<file path="src/hw/rtl/stdq_pkg.sv">
// ----------------------------------------------------------------------------
// stdq_pkg
// Shared types and constants for the delta-list software timer queue.
// ----------------------------------------------------------------------------
package stdq_pkg;

	localparam int TIMERS = 16;
	localparam int ID_W   = 4;
	localparam int IW     = (TIMERS > 1) ? $clog2(TIMERS) : 1;
	localparam int LW     = $clog2(TIMERS + 1);
	localparam int DW     = 32;
	localparam int EW     = 8;

	typedef logic [LW-1:0] link_t;
	localparam link_t NIL_LINK = LW'(TIMERS);

	typedef enum logic [1:0] {
		REQ_TICK    = 2'd0,
		REQ_ONESHOT = 2'd1,
		REQ_REPEAT  = 2'd2,
		REQ_STOP    = 2'd3
	} req_t;

	// One timer record in the list memory
	typedef struct packed {
		logic [DW-1:0] delta;
		logic [DW-1:0] reload;
		logic [EW-1:0] evt;
		link_t         nxt;
		link_t         prv;
	} rec_t;

	typedef struct packed {
		logic delta;
		logic reload;
		logic evt;
		logic nxt;
		logic prv;
	} rec_en_t;

	// Write command from the sequencer to the record memory
	typedef struct packed {
		rec_en_t       en;
		logic [IW-1:0] addr;
		rec_t          data;
	} wr_t;

	typedef enum logic [3:0] {
		ST_IDLE,
		ST_U_RD,
		ST_U_RES,
		ST_U_NX,
		ST_U_PV,
		ST_S_CFG,
		ST_I_START,
		ST_I_CMP,
		ST_I_WT,
		ST_I_WC,
		ST_I_WP,
		ST_T_RD,
		ST_T_CHK,
		ST_T_EMIT,
		ST_T_END
	} state_t;

	function automatic logic lnk_ok(input link_t l);
		return l < LW'(TIMERS);
	endfunction

endpackage

</file>
<file path="src/hw/rtl/stdq_if.sv">
// ----------------------------------------------------------------------------
// stdq_in_if / stdq_out_if
// Valid/ready channels for timer requests and expiry reports.
// ----------------------------------------------------------------------------
interface stdq_in_if;
	logic        valid;
	logic        ready;
	logic [1:0]  req_type;
	logic [3:0]  timer_id;
	logic [31:0] duration;
	logic [7:0]  event_id;

	modport source (output valid, req_type, timer_id, duration, event_id, input ready);
	modport sink (input valid, req_type, timer_id, duration, event_id, output ready);
endinterface

interface stdq_out_if;
	logic       valid;
	logic       ready;
	logic [3:0] fired_timer;
	logic [7:0] fired_event;
	logic       last_fired;

	modport source (output valid, fired_timer, fired_event, last_fired, input ready);
	modport sink (input valid, fired_timer, fired_event, last_fired, output ready);
endinterface

</file>
<file path="src/hw/rtl/software_timer_delta_queue_top.sv">
// ----------------------------------------------------------------------------
// software_timer_delta_queue_top
// Bank of software timers kept as a delta list in a record memory.
//
//  channel  | dir | payload                                 | handshake
//  in_ch    | in  | req_type, timer_id, duration, event_id  | valid/ready
//  out_ch   | out | fired_timer, fired_event, last_fired    | valid/ready
//
// One request is processed at a time by a sequencer around a two-port
// record memory (one read and one write per cycle, registered read data).
// A start or stop first unlinks a queued timer; a start then walks the list.
// A tick decrements the head delta or reports and unlinks expired head entries;
// a repeating timer is reinserted with its reload value.
// Reset clears the list head and the queued flags; no clearing pass.
// A stalled output holds the sequencer only while an earlier report is pending.
// ----------------------------------------------------------------------------
module software_timer_delta_queue_top
	import stdq_pkg::*;
(
	input  logic clk,
	input  logic arst_n,
	stdq_in_if.sink    in_ch,
	stdq_out_if.source out_ch
);

	state_t state_q, state_d;

	logic          tick_q;
	req_t          req_q;
	logic [DW-1:0] dur_q;
	logic [EW-1:0] ev_q;
	link_t         tgt_q;
	rec_t          urec_q;
	logic [DW-1:0] reload_q;
	logic [DW-1:0] d_q;
	link_t         cur_q;
	link_t         prv_q;
	logic [DW-1:0] cdelta_q;
	link_t         head_q;
	logic [TIMERS-1:0] queued_q;
	logic          pend_valid_q;
	logic [ID_W-1:0] pend_timer_q;
	logic [EW-1:0] pend_ev_q;
	logic [EW-1:0] fev_q;
	logic          out_valid_q;
	logic [ID_W-1:0] out_timer_q;
	logic [EW-1:0] out_ev_q;
	logic          out_last_q;

	wr_t           wr;
	logic [IW-1:0] raddr;
	rec_t          rd;
	logic          accept;
	logic          slot_free;
	logic          push;
	logic          push_last;
	link_t         id_link;

	stdq_rec_mem u_mem (
		.clk   (clk),
		.wr    (wr),
		.raddr (raddr),
		.rdata (rd)
	);

	assign in_ch.ready = (state_q == ST_IDLE);
	assign accept      = in_ch.valid && in_ch.ready;
	assign slot_free   = !out_valid_q || out_ch.ready;
	assign id_link     = LW'(in_ch.timer_id);

	// Next state
	always_comb begin
		state_d = state_q;
		case (state_q)
			ST_IDLE: begin
				if (accept) begin
					if (req_t'(in_ch.req_type) == REQ_TICK) state_d = ST_T_RD;
					else if (id_link < LW'(TIMERS) && queued_q[id_link[IW-1:0]])
						state_d = ST_U_RD;
					else state_d = ST_S_CFG;
				end
			end
			ST_U_RD:  state_d = ST_U_RES;
			ST_U_RES: state_d = lnk_ok(rd.nxt) ? ST_U_NX : ST_U_PV;
			ST_U_NX:  state_d = ST_U_PV;
			ST_U_PV: begin
				if (!tick_q) state_d = ST_S_CFG;
				else if (reload_q != '0) state_d = ST_I_START;
				else state_d = ST_T_RD;
			end
			ST_S_CFG: begin
				if (req_q == REQ_STOP || dur_q == '0 || !(tgt_q < LW'(TIMERS)))
					state_d = ST_IDLE;
				else state_d = ST_I_START;
			end
			ST_I_START: state_d = lnk_ok(head_q) ? ST_I_CMP : ST_I_WT;
			ST_I_CMP: begin
				if (d_q < rd.delta || !lnk_ok(rd.nxt)) state_d = ST_I_WT;
			end
			ST_I_WT: state_d = ST_I_WC;
			ST_I_WC: state_d = ST_I_WP;
			ST_I_WP: state_d = tick_q ? ST_T_RD : ST_IDLE;
			ST_T_RD: state_d = lnk_ok(head_q) ? ST_T_CHK : ST_T_END;
			ST_T_CHK: state_d = (rd.delta != '0) ? ST_T_END : ST_T_EMIT;
			ST_T_EMIT: begin
				if (!pend_valid_q || slot_free)
					state_d = lnk_ok(urec_q.nxt) ? ST_U_NX : ST_U_PV;
			end
			ST_T_END: begin
				if (!pend_valid_q || slot_free) state_d = ST_IDLE;
			end
			default: state_d = ST_IDLE;
		endcase
	end

	// Memory accesses and output pushes
	always_comb begin
		wr        = '0;
		raddr     = '0;
		push      = 1'b0;
		push_last = 1'b0;
		case (state_q)
			ST_U_RD: raddr = tgt_q[IW-1:0];
			ST_U_RES: raddr = rd.nxt[IW-1:0];
			ST_U_NX: begin
				wr.en.delta    = 1'b1;
				wr.en.prv      = 1'b1;
				wr.addr        = urec_q.nxt[IW-1:0];
				wr.data.delta  = rd.delta + urec_q.delta;
				wr.data.prv    = urec_q.prv;
			end
			ST_U_PV: begin
				if (lnk_ok(urec_q.prv)) begin
					wr.en.nxt   = 1'b1;
					wr.addr     = urec_q.prv[IW-1:0];
					wr.data.nxt = urec_q.nxt;
				end
			end
			ST_S_CFG: begin
				if (state_d == ST_I_START) begin
					wr.en.evt      = 1'b1;
					wr.en.reload   = 1'b1;
					wr.addr        = tgt_q[IW-1:0];
					wr.data.evt    = ev_q;
					wr.data.reload = (req_q == REQ_REPEAT) ? dur_q : '0;
				end
			end
			ST_I_START: raddr = head_q[IW-1:0];
			ST_I_CMP: raddr = rd.nxt[IW-1:0];
			ST_I_WT: begin
				wr.en.delta   = 1'b1;
				wr.en.nxt     = 1'b1;
				wr.en.prv     = 1'b1;
				wr.addr       = tgt_q[IW-1:0];
				wr.data.delta = d_q;
				wr.data.nxt   = cur_q;
				wr.data.prv   = prv_q;
			end
			ST_I_WC: begin
				if (lnk_ok(cur_q)) begin
					wr.en.delta   = 1'b1;
					wr.en.prv     = 1'b1;
					wr.addr       = cur_q[IW-1:0];
					wr.data.delta = cdelta_q - d_q;
					wr.data.prv   = tgt_q;
				end
			end
			ST_I_WP: begin
				if (lnk_ok(prv_q)) begin
					wr.en.nxt   = 1'b1;
					wr.addr     = prv_q[IW-1:0];
					wr.data.nxt = tgt_q;
				end
			end
			ST_T_RD: raddr = head_q[IW-1:0];
			ST_T_CHK: begin
				if (rd.delta != '0) begin
					wr.en.delta   = 1'b1;
					wr.addr       = head_q[IW-1:0];
					wr.data.delta = rd.delta - 1'b1;
				end
			end
			ST_T_EMIT: begin
				raddr = urec_q.nxt[IW-1:0];
				push  = pend_valid_q && slot_free;
			end
			ST_T_END: begin
				push      = pend_valid_q && slot_free;
				push_last = 1'b1;
			end
			default: ;
		endcase
	end

	// Control registers
	always_ff @(posedge clk or negedge arst_n) begin
		if (!arst_n) begin
			state_q      <= ST_IDLE;
			head_q       <= NIL_LINK;
			queued_q     <= '0;
			pend_valid_q <= 1'b0;
			out_valid_q  <= 1'b0;
		end else begin
			state_q <= state_d;
			if (state_q == ST_U_PV) begin
				queued_q[tgt_q[IW-1:0]] <= 1'b0;
				if (!lnk_ok(urec_q.prv)) head_q <= urec_q.nxt;
			end
			if (state_q == ST_I_WP) begin
				queued_q[tgt_q[IW-1:0]] <= 1'b1;
				if (!lnk_ok(prv_q)) head_q <= tgt_q;
			end
			if (state_q == ST_T_EMIT && state_d != ST_T_EMIT) pend_valid_q <= 1'b1;
			if (state_q == ST_T_END && state_d == ST_IDLE) pend_valid_q <= 1'b0;
			if (push) out_valid_q <= 1'b1;
			else if (out_ch.ready) out_valid_q <= 1'b0;
		end
	end

	// Datapath registers
	always_ff @(posedge clk) begin
		if (accept) begin
			tick_q <= (req_t'(in_ch.req_type) == REQ_TICK);
			req_q  <= req_t'(in_ch.req_type);
			dur_q  <= in_ch.duration;
			ev_q   <= in_ch.event_id;
			tgt_q  <= id_link;
		end
		case (state_q)
			ST_U_RES: urec_q <= rd;
			ST_U_PV:  d_q    <= reload_q;
			ST_S_CFG: d_q    <= dur_q;
			ST_I_START: begin
				cur_q <= head_q;
				prv_q <= NIL_LINK;
			end
			ST_I_CMP: begin
				if (d_q < rd.delta) begin
					cdelta_q <= rd.delta;
				end else begin
					d_q   <= d_q - rd.delta;
					prv_q <= cur_q;
					cur_q <= rd.nxt;
				end
			end
			ST_T_CHK: begin
				tgt_q    <= head_q;
				urec_q   <= rd;
				reload_q <= rd.reload;
				fev_q    <= rd.evt;
			end
			ST_T_EMIT: begin
				if (state_d != ST_T_EMIT) begin
					pend_timer_q <= tgt_q[ID_W-1:0];
					pend_ev_q    <= fev_q;
				end
			end
			default: ;
		endcase
		if (push) begin
			out_timer_q <= pend_timer_q;
			out_ev_q    <= pend_ev_q;
			out_last_q  <= push_last;
		end
	end

	assign out_ch.valid       = out_valid_q;
	assign out_ch.fired_timer = out_timer_q;
	assign out_ch.fired_event = out_ev_q;
	assign out_ch.last_fired  = out_last_q;

endmodule

</file>
<file path="src/hw/rtl/stdq_rec_mem.sv">
// ----------------------------------------------------------------------------
// stdq_rec_mem
// Timer record memory: one write port with per-field enables, one read
// port with registered data.
// ----------------------------------------------------------------------------
module stdq_rec_mem
	import stdq_pkg::*;
(
	input  logic          clk,
	input  wr_t           wr,
	input  logic [IW-1:0] raddr,
	output rec_t          rdata
);

	rec_t mem [TIMERS];

	// Write the enabled fields
	always_ff @(posedge clk) begin
		if (wr.en.delta)  mem[wr.addr].delta  <= wr.data.delta;
		if (wr.en.reload) mem[wr.addr].reload <= wr.data.reload;
		if (wr.en.evt)    mem[wr.addr].evt    <= wr.data.evt;
		if (wr.en.nxt)    mem[wr.addr].nxt    <= wr.data.nxt;
		if (wr.en.prv)    mem[wr.addr].prv    <= wr.data.prv;
	end

	// Register read data
	always_ff @(posedge clk) begin
		rdata <= mem[raddr];
	end

endmodule

</file>
<file path="src/flat_wrapper.sv">
// flat-port wrapper written by rule: the top's interface ports become plain ports
module software_timer_delta_queue_top_flat import stdq_pkg::*;
  (clk, arst_n, in_ch_valid, in_ch_req_type, in_ch_timer_id, in_ch_duration, in_ch_event_id, in_ch_ready, out_ch_valid, out_ch_fired_timer, out_ch_fired_event, out_ch_last_fired, out_ch_ready);
  stdq_in_if in_ch_i ();
  stdq_out_if out_ch_i ();
  input  logic clk;
  input  logic arst_n;
  input wire logic [$bits(in_ch_i.valid)-1:0] in_ch_valid;
  input wire logic [$bits(in_ch_i.req_type)-1:0] in_ch_req_type;
  input wire logic [$bits(in_ch_i.timer_id)-1:0] in_ch_timer_id;
  input wire logic [$bits(in_ch_i.duration)-1:0] in_ch_duration;
  input wire logic [$bits(in_ch_i.event_id)-1:0] in_ch_event_id;
  output wire logic [$bits(in_ch_i.ready)-1:0] in_ch_ready;
  output wire logic [$bits(out_ch_i.valid)-1:0] out_ch_valid;
  output wire logic [$bits(out_ch_i.fired_timer)-1:0] out_ch_fired_timer;
  output wire logic [$bits(out_ch_i.fired_event)-1:0] out_ch_fired_event;
  output wire logic [$bits(out_ch_i.last_fired)-1:0] out_ch_last_fired;
  input wire logic [$bits(out_ch_i.ready)-1:0] out_ch_ready;
  assign in_ch_i.valid = in_ch_valid;
  assign in_ch_i.req_type = in_ch_req_type;
  assign in_ch_i.timer_id = in_ch_timer_id;
  assign in_ch_i.duration = in_ch_duration;
  assign in_ch_i.event_id = in_ch_event_id;
  assign in_ch_ready = in_ch_i.ready;
  assign out_ch_valid = out_ch_i.valid;
  assign out_ch_fired_timer = out_ch_i.fired_timer;
  assign out_ch_fired_event = out_ch_i.fired_event;
  assign out_ch_last_fired = out_ch_i.last_fired;
  assign out_ch_i.ready = out_ch_ready;
  software_timer_delta_queue_top u_core (.clk(clk), .arst_n(arst_n), .in_ch(in_ch_i), .out_ch(out_ch_i));
endmodule
</file>
<file path="config.mk">
export PLATFORM = sky130hd
export DESIGN_NAME = software_timer_delta_queue_top_flat
export DESIGN_NICKNAME = d
export VERILOG_FILES = /design/src/hw/rtl/stdq_pkg.sv /design/src/hw/rtl/stdq_if.sv /design/src/hw/rtl/software_timer_delta_queue_top.sv /design/src/hw/rtl/stdq_rec_mem.sv /design/src/flat_wrapper.sv
export SDC_FILE = /design/constraint.sdc
export NUM_CORES = 2
export LEC_CHECK = 0
export ABC_CLOCK_PERIOD_IN_PS = 6910
export BUFFER_PORTS_ARGS = -buffer_cell sky130_fd_sc_hd__clkbuf_2
export CAP_MARGIN = 20
export CORE_ASPECT_RATIO = 1.4
export CORE_MARGIN = 2
export CORE_UTILIZATION = 45
export CTS_CLUSTER_DIAMETER = 200
export DETAILED_ROUTE_END_ITERATION = 8
export GPL_TIMING_DRIVEN = 1
export HOLD_SLACK_MARGIN = 0.02
export SLEW_MARGIN = 20
export SYNTH_ARGS = -nofsm -noshare
export SYNTH_HDL_FRONTEND = slang
export SYNTH_SLANG_ARGS = --single-unit
export TNS_END_PERCENT = 10
</file>
<file path="constraint.sdc">
create_clock -name clk -period 6.91 [get_ports clk]
set_input_delay 1.0365 -clock clk [delete_from_list [all_inputs] [get_ports clk]]
set_output_delay 1.0365 -clock clk [all_outputs]
set_load 0.01 [all_outputs]
</file>
== Word level (Yosys, flattened, before mapping) ==
Memory sizes are Yosys's and may differ from the RTL's. A register that Yosys moved wholly into a read port is not among the register bits.
Cells that the tools add are included.
Storage, ports and cells
  output and inout bits: 15
  flip-flop bits (word level): 256
  memory bits (writable): 1312
  bits of input ports: 50
  memories kept: 1
Memories
  u_core.u_mem.mem: depth 16, bits a word 82, read ports 1, clocked after Yosys merged registers in 1, wr ports 1, RTL line stdq_rec_mem.sv:15  | rec_t mem [TIMERS];
Operators by class
  add/sub/neg operators: 4
  equal/unequal tests: 19
  reduce and logical (&&, ||, !) cells: 35
  $lt $le $gt $ge: 12
  mux-type cells: 75
  bitwise gates (word level): 3
Operator list (number)
  case mux 32 bit (4 select lines): 1
  case mux 32 bit (3 select lines): 1
  two-way mux 40 bit: 2
  two-way mux 32 bit: 2
  nonzero test 32 bit: 2
  subtractor 32 bit: 2
  case mux 4 bit (15 select lines): 1
  two-way mux 5 bit: 11
  two-way mux 4 bit: 12
  two-way mux 37 bit: 1
  two-way mux 36 bit: 1
  < comparator 5 bit, second input constant: 7
  adder 32 bit: 1
  zero test 32 bit: 1
  < comparator 32 bit: 1
  two-way mux 16 bit: 2
  subtractor 32 x 1 -> 32 bit, second input constant: 1
  case mux 5 bit (3 select lines): 2
  equality test 4 bit, second input constant: 7
  case mux 4 bit (7 select lines): 1
  two-way mux 1 bit: 22
  equality test 4 x 3 -> 1 bit, second input constant: 5
  case mux 5 bit (2 select lines): 2
  AND 16 bit: 1
  other kinds (25): 59

== Depth between registers and ports, before layout ==
  depth after elaboration: 12
  mapped depth: 14
  gate-level depth less buffers: 13

== Modules after synthesis ==
Synthesis repeated with hierarchy kept, for this count alone.
Unflattened totals
  cell total of the unflattened synthesis: 3714
  area, all modules: 67131.9 um2
Modules (own cells, without submodules)
  stdq_rec_mem: cells each 2187, instances 1, sequential area each 41039.4 um2, area each 51194.1 um2
  software_timer_delta_queue_top: cells each 1527, instances 1, sequential area each 7553.5 um2, area each 15937.8 um2

== Worst setup path after synthesis ==
OpenSTA, ideal clock, no wires.
  path kind: register to register
  from: register u_core.state_q[2]
  to: memory u_core.u_mem.mem[13][10] (netlist bit), enable pin
  clock period less this slack: 7.088 ns
  library setup time: 0.537 ns
  setup slack: -0.178 ns
  cell stages (with the launch flop): 11
  required time: 6.373 ns
  path buffers: 3
  data arrival time: 6.551 ns
  cells stage by stage: dfrtp_1 buf_2 and2_1 nand2_1 inv_1 o21a_1 buf_2 a21o_1 o221ai_1 buf_2 nor4_1
On the way
  word-level cells in the longest chain between the ends: 9
  elaborated cells between the ends (all ways): 28
RTL lines
  start: declaration: RTL line software_timer_delta_queue_top.sv:26  | state_t state_q, state_d;
  start signal: assignment: RTL line software_timer_delta_queue_top.sv:204  | state_q <= state_d;
  zero test 4 bit: RTL line software_timer_delta_queue_top.sv:66, software_timer_delta_queue_top.sv:74
  logical AND 1 bit: RTL line software_timer_delta_queue_top.sv:67  | assign accept = in_ch.valid && in_ch.ready;
  two-way mux 4 bit: RTL line software_timer_delta_queue_top.sv:76  | if (accept) begin
  case mux 4 bit (15 select lines): RTL line software_timer_delta_queue_top.sv:74  | case (state_q)
  equality test 4 x 3 -> 1 bit: RTL line software_timer_delta_queue_top.sv:140  | if (state_d == ST_I_START) begin
  two-way mux 2 bit: RTL line software_timer_delta_queue_top.sv:140
  two-way mux 2 bit: RTL line software_timer_delta_queue_top.sv:122  | case (state_q)
  two-way mux 1 bit: RTL line stdq_rec_mem.sv:21  | if (wr.en.evt) mem[wr.addr].evt <= wr.data.evt;
  two-way mux 1 bit (not written as such): RTL line stdq_rec_mem.sv:21
  end: declaration: RTL line stdq_rec_mem.sv:15
Several ways; a longest one is shown, not always the timed one.

== Worst setup path in the final report ==
  from: register u_core.state_q[0]
  to: memory u_core.u_mem.mem[6][37] (netlist bit), enable pin
On the way
  word-level cells in the longest chain between the ends: 9
  elaborated cells between the ends (all ways): 28
RTL lines
  zero test 4 bit: RTL line software_timer_delta_queue_top.sv:66, software_timer_delta_queue_top.sv:74
  logical AND 1 bit: RTL line software_timer_delta_queue_top.sv:67
  two-way mux 4 bit: RTL line software_timer_delta_queue_top.sv:76
  case mux 4 bit (15 select lines): RTL line software_timer_delta_queue_top.sv:74
  equality test 4 x 3 -> 1 bit: RTL line software_timer_delta_queue_top.sv:140
  two-way mux 2 bit: RTL line software_timer_delta_queue_top.sv:140
  two-way mux 2 bit: RTL line software_timer_delta_queue_top.sv:122
  two-way mux 1 bit: RTL line stdq_rec_mem.sv:20  | if (wr.en.reload) mem[wr.addr].reload <= wr.data.reload;
  two-way mux 1 bit (not written as such): RTL line stdq_rec_mem.sv:20
Several ways; a longest one is shown, not always the timed one.

==> metrics.yaml <==
cts.clk_slew.worst_paths_ns: 0.07
core_area_um2: 155000
power.share.switching_pct: 38.9
rsz0062_at_grt: "no"
fin_cells: 7463
vdd_drop_max_v: 0.000373
nNetsFinal: 5401
grt_pass1_vias: 43100
syn_area_um2: 69800
path_class: "reg -> reg"
fin_area_um2: 78200
drt_iter0_markers: 3874
postLayoutSetupSlackWorst_ns: 1.68
syn_nets: 5391
synthArstFlopShare_pct: 1.64
syn-instance-count: 5243
overflow: 0
dieArea_um2: 158000
power.share.clock_pct: 24.8
drc: 0
htree_levels: 4
area_delta_synth_final_pct: 12.1
period_share_pct: 75.6
port-buffer-count: 64
endpoint_kind: "flip-flop"
max_freq_mhz: 191
grt_pass1_wl_um: 273000
yosys_warnings: 0
dp.cells: 7169
tightest_slew_ns: 1.09
wl_per_cell_um: 24.6
die_y_um: 470
postRouteWirelength_um: 183000
cts_resized: 0
path_cells: "nand2b_1 -> nor2_2 -> buf_4 -> o211a_1 -> nand2_1 -> o211ai_1 -> a21o_1 -> and2_1 -> nand2_1 -> nor2_4 -> buf_4"
grt_util_all_layers_pct: 22.9
cp.arrival_ns: 5.65
core.rowCount: 171
drive_gt1_share_pct: 9.68
synth_top_area_share_pct: 66.3
cp_max_fo: 32
clock_latency_ns: 0.83
dr.pass1.iters: 9
crit_buf_inv: 2
ys_types: 96
yosysMostFrequentCell: "edfxtp_1"
synth_ff_type: "edfxtp_1"
clock_sinks: 1650
synth_area_per_cell_um2: 13.3
setup_violations: 0
p_sw_mw: 13.7
yosys.area.top_type: "edfxtp_1"
antenna_found_initial: 3
cts_tree: "done"
clockRootBuffer: "clkbuf_16"
slew-limit-headroom_pct: 26.6
critPathRequiredTime_ns: 7.33
cellPowerDensity_nw_per_um2: 450
n_fill_cell: 12900
synth_common_cells: "edfxtp_1 (1541), nand2_1 (788), a211oi_1 (424)"
postCtsSetupRepairBufs: 0
post-place-ws_ns: 1.84
internal-power_mw: 21.5
place_congestion: 0.897
ctsHoldBuffers: 0
period_minus_slack_ns: 5.23
ios: 65
synth_area_leaders: "edfxtp_1 (66%), a211oi_1 (4.6%), nand2_1 (4.2%)"
cp_top_family: "simple AND/OR/NAND/NOR gates"
placed_cell_area_um2: 72900
power.leakage_nw: 26.4
clock_skew_ns: 0.0573
place_hpwl_um: 111000
p_comb_share_pct: 37.6
hold_class: "in -> async"
slowest_delay_ns: 0.85
synth_seq_cells: 1650
p_seq_share_pct: 37.6
maxSlewViolCount: 0
synth-edff-count: 1541
drv_cap: 0
crit_path_top_delay_cell: "dfrtp_1"
fp.dieW_um: 337
hold_viol: 0
start_kind: "flip-flop"
vias_per_cell: 5.86
cts_buffers: 157
status: "finished clean"
initial_core_util_pct: 45.1
vias: 43800
cts.path.max_buffers: 3
ys_seq_area_share_pct: 69.6
ant_nets: 0
grt_max_degree: 172
## final timing paths
| kind | startpoint | end | slack, ns | cells after the start |
|---|---|---|---|---|
| max | u_core.state_q[0]$_DFF_PN0_ | u_core.u_mem.mem[6][37]$_DFFE_PP_ | 1.68 | 11 |
| min | arst_n | u_core.out_ch.valid$_DFFE_PN0P_ | 0.32 | 1 |
| max reg2reg | u_core.state_q[0]$_DFF_PN0_ | u_core.u_mem.mem[6][37]$_DFFE_PP_ | 1.68 | 11 |
| min reg2reg | u_core.u_mem.rdata[34]$_DFF_P_ | u_core.reload_q[16]$_DFFE_PP_ | 0.37 | 0 |
| max in group asynchronous | arst_n | u_core.queued_q[9]$_DFF_PN0_ | 6.02 | 1 |
| min in group clk | u_core.u_mem.rdata[34]$_DFF_P_ | u_core.reload_q[16]$_DFFE_PP_ | 0.37 | 0 |
## metal layers
layer | global-route usage (%) | routed length, µm | up-vias | part of all wire (%)
met1 | 29.3 | 73800 | 22100 | 40
met2 | 39.7 | 93700 | 1324 | 51
met5 | 0 | 26 | - | 0.014
li1 | - | - | 20100 | -
met4 | 8.79 | 6460 | 4 | 3.5
met3 | 2.95 | 9190 | 326 | 5.0
## worst reg2reg max path: stages (launching register included)
cell      delay (ns)
dfrtp_1         0.85
nand2b_1        0.33
nor2_2          0.17
buf_4           0.37
o211a_1         0.63
nand2_1         0.12
o211ai_1        0.20
a21o_1          0.31
and2_1          0.22
nand2_1         0.22
nor2_4          0.81
buf_4           0.59
## cells by family after synthesis
kind of cell | count (synthesis) | synth area share, %
AO/OA/AOI/OAI | 1412 | 14.1
XOR/XNOR | 100 | 1.25
adder cells (fa/ha/maj) | 98 | 1.79
buffers and inverters | 437 | 2.53
flip-flops | 1650 | 69.6
multiplexers | 18 | 0.333
AND/OR/NAND/NOR | 1528 | 10.4
## final cells by class
type	count	area [µm²]	share of cell area, %
timing repair buffer	189	1600	2.04
inverter	99	372	0.475
clock inverter	86	1020	1.30
sequential	1650	48600	62.1
antenna	2	5.00	0.00640
tap	2076	2600	3.32
multi-input combinational	3156	19800	25.3
clock buffer	205	4230	5.41
## flip-flops by register name, summed over array words and instances (netlist names), 8 cells and up
signal / count
u_core.ev_q: 8
u_core.pend_ev_q: 8
u_core.fev_q: 8
u_core.d_q: 32
u_core.reload_q: 32
u_core.queued_q: 16
u_core.cdelta_q: 32
u_core.out_ch.fired_event: 8
u_core.u_mem.mem: 1312
u_core.urec_q: 42
u_core.u_mem.rdata: 82
u_core.dur_q: 32
## cells in the final DEF (no fill, tap or decap), types with 14 or more instances in the layout
master and n:
a31oi_1 179, a21o_1 49, clkinv_2 26, a21oi_1 251
and2_0 86, xnor2_1 65, nor3_1 28, buf_12 24
clkbuf_16 157, buf_4 99, nand3_1 34, nand2b_1 27
a211oi_1 424, o21ai_0 134, clkinv_1 21, nor2_1 117
edfxtp_1 1541, and2_1 296, clkbuf_1 36, o211ai_1 21
nor3_2 14, ha_1 95, nor4_1 28, a311oi_1 164
nor2_4 25, inv_1 97, xor2_1 35, clkbuf_2 64
o21a_1 15, a222oi_1 21, nand4_1 15, a22oi_1 44
dfxtp_1 82, dfrtp_1 26, nand2_1 788
## power by group through the flow
stage | registers, mW | clock network, mW | logic (mW)
4_1_cts | 13.2 | 8.86 | 13.2
3_3_place_gp | 13.4 | 0 | 13.1
3_5_place_dp | 13.4 | 0 | 13.2
5_1_grt | 13.3 | 9.23 | 14.5
6_report | 13.2 | 8.73 | 13.3
2_1_floorplan | 13.1 | 0 | 9.04
## per-stage QoR
step	hold WS, ns	setup TNS (ns)	power (mW)	utilization (%)
after floorplan	0.386	-6.81	22.1	-
after global placement	0.388	0	26.5	47.0
after detailed placement	0.389	0	26.6	47.1
after CTS	0.311	0	35.3	50.5
after global routing	0.346	0	37.1	50.6
final	0.318	0	35.2	50.6
No activity file was read; power rests on OpenSTA's default activity.
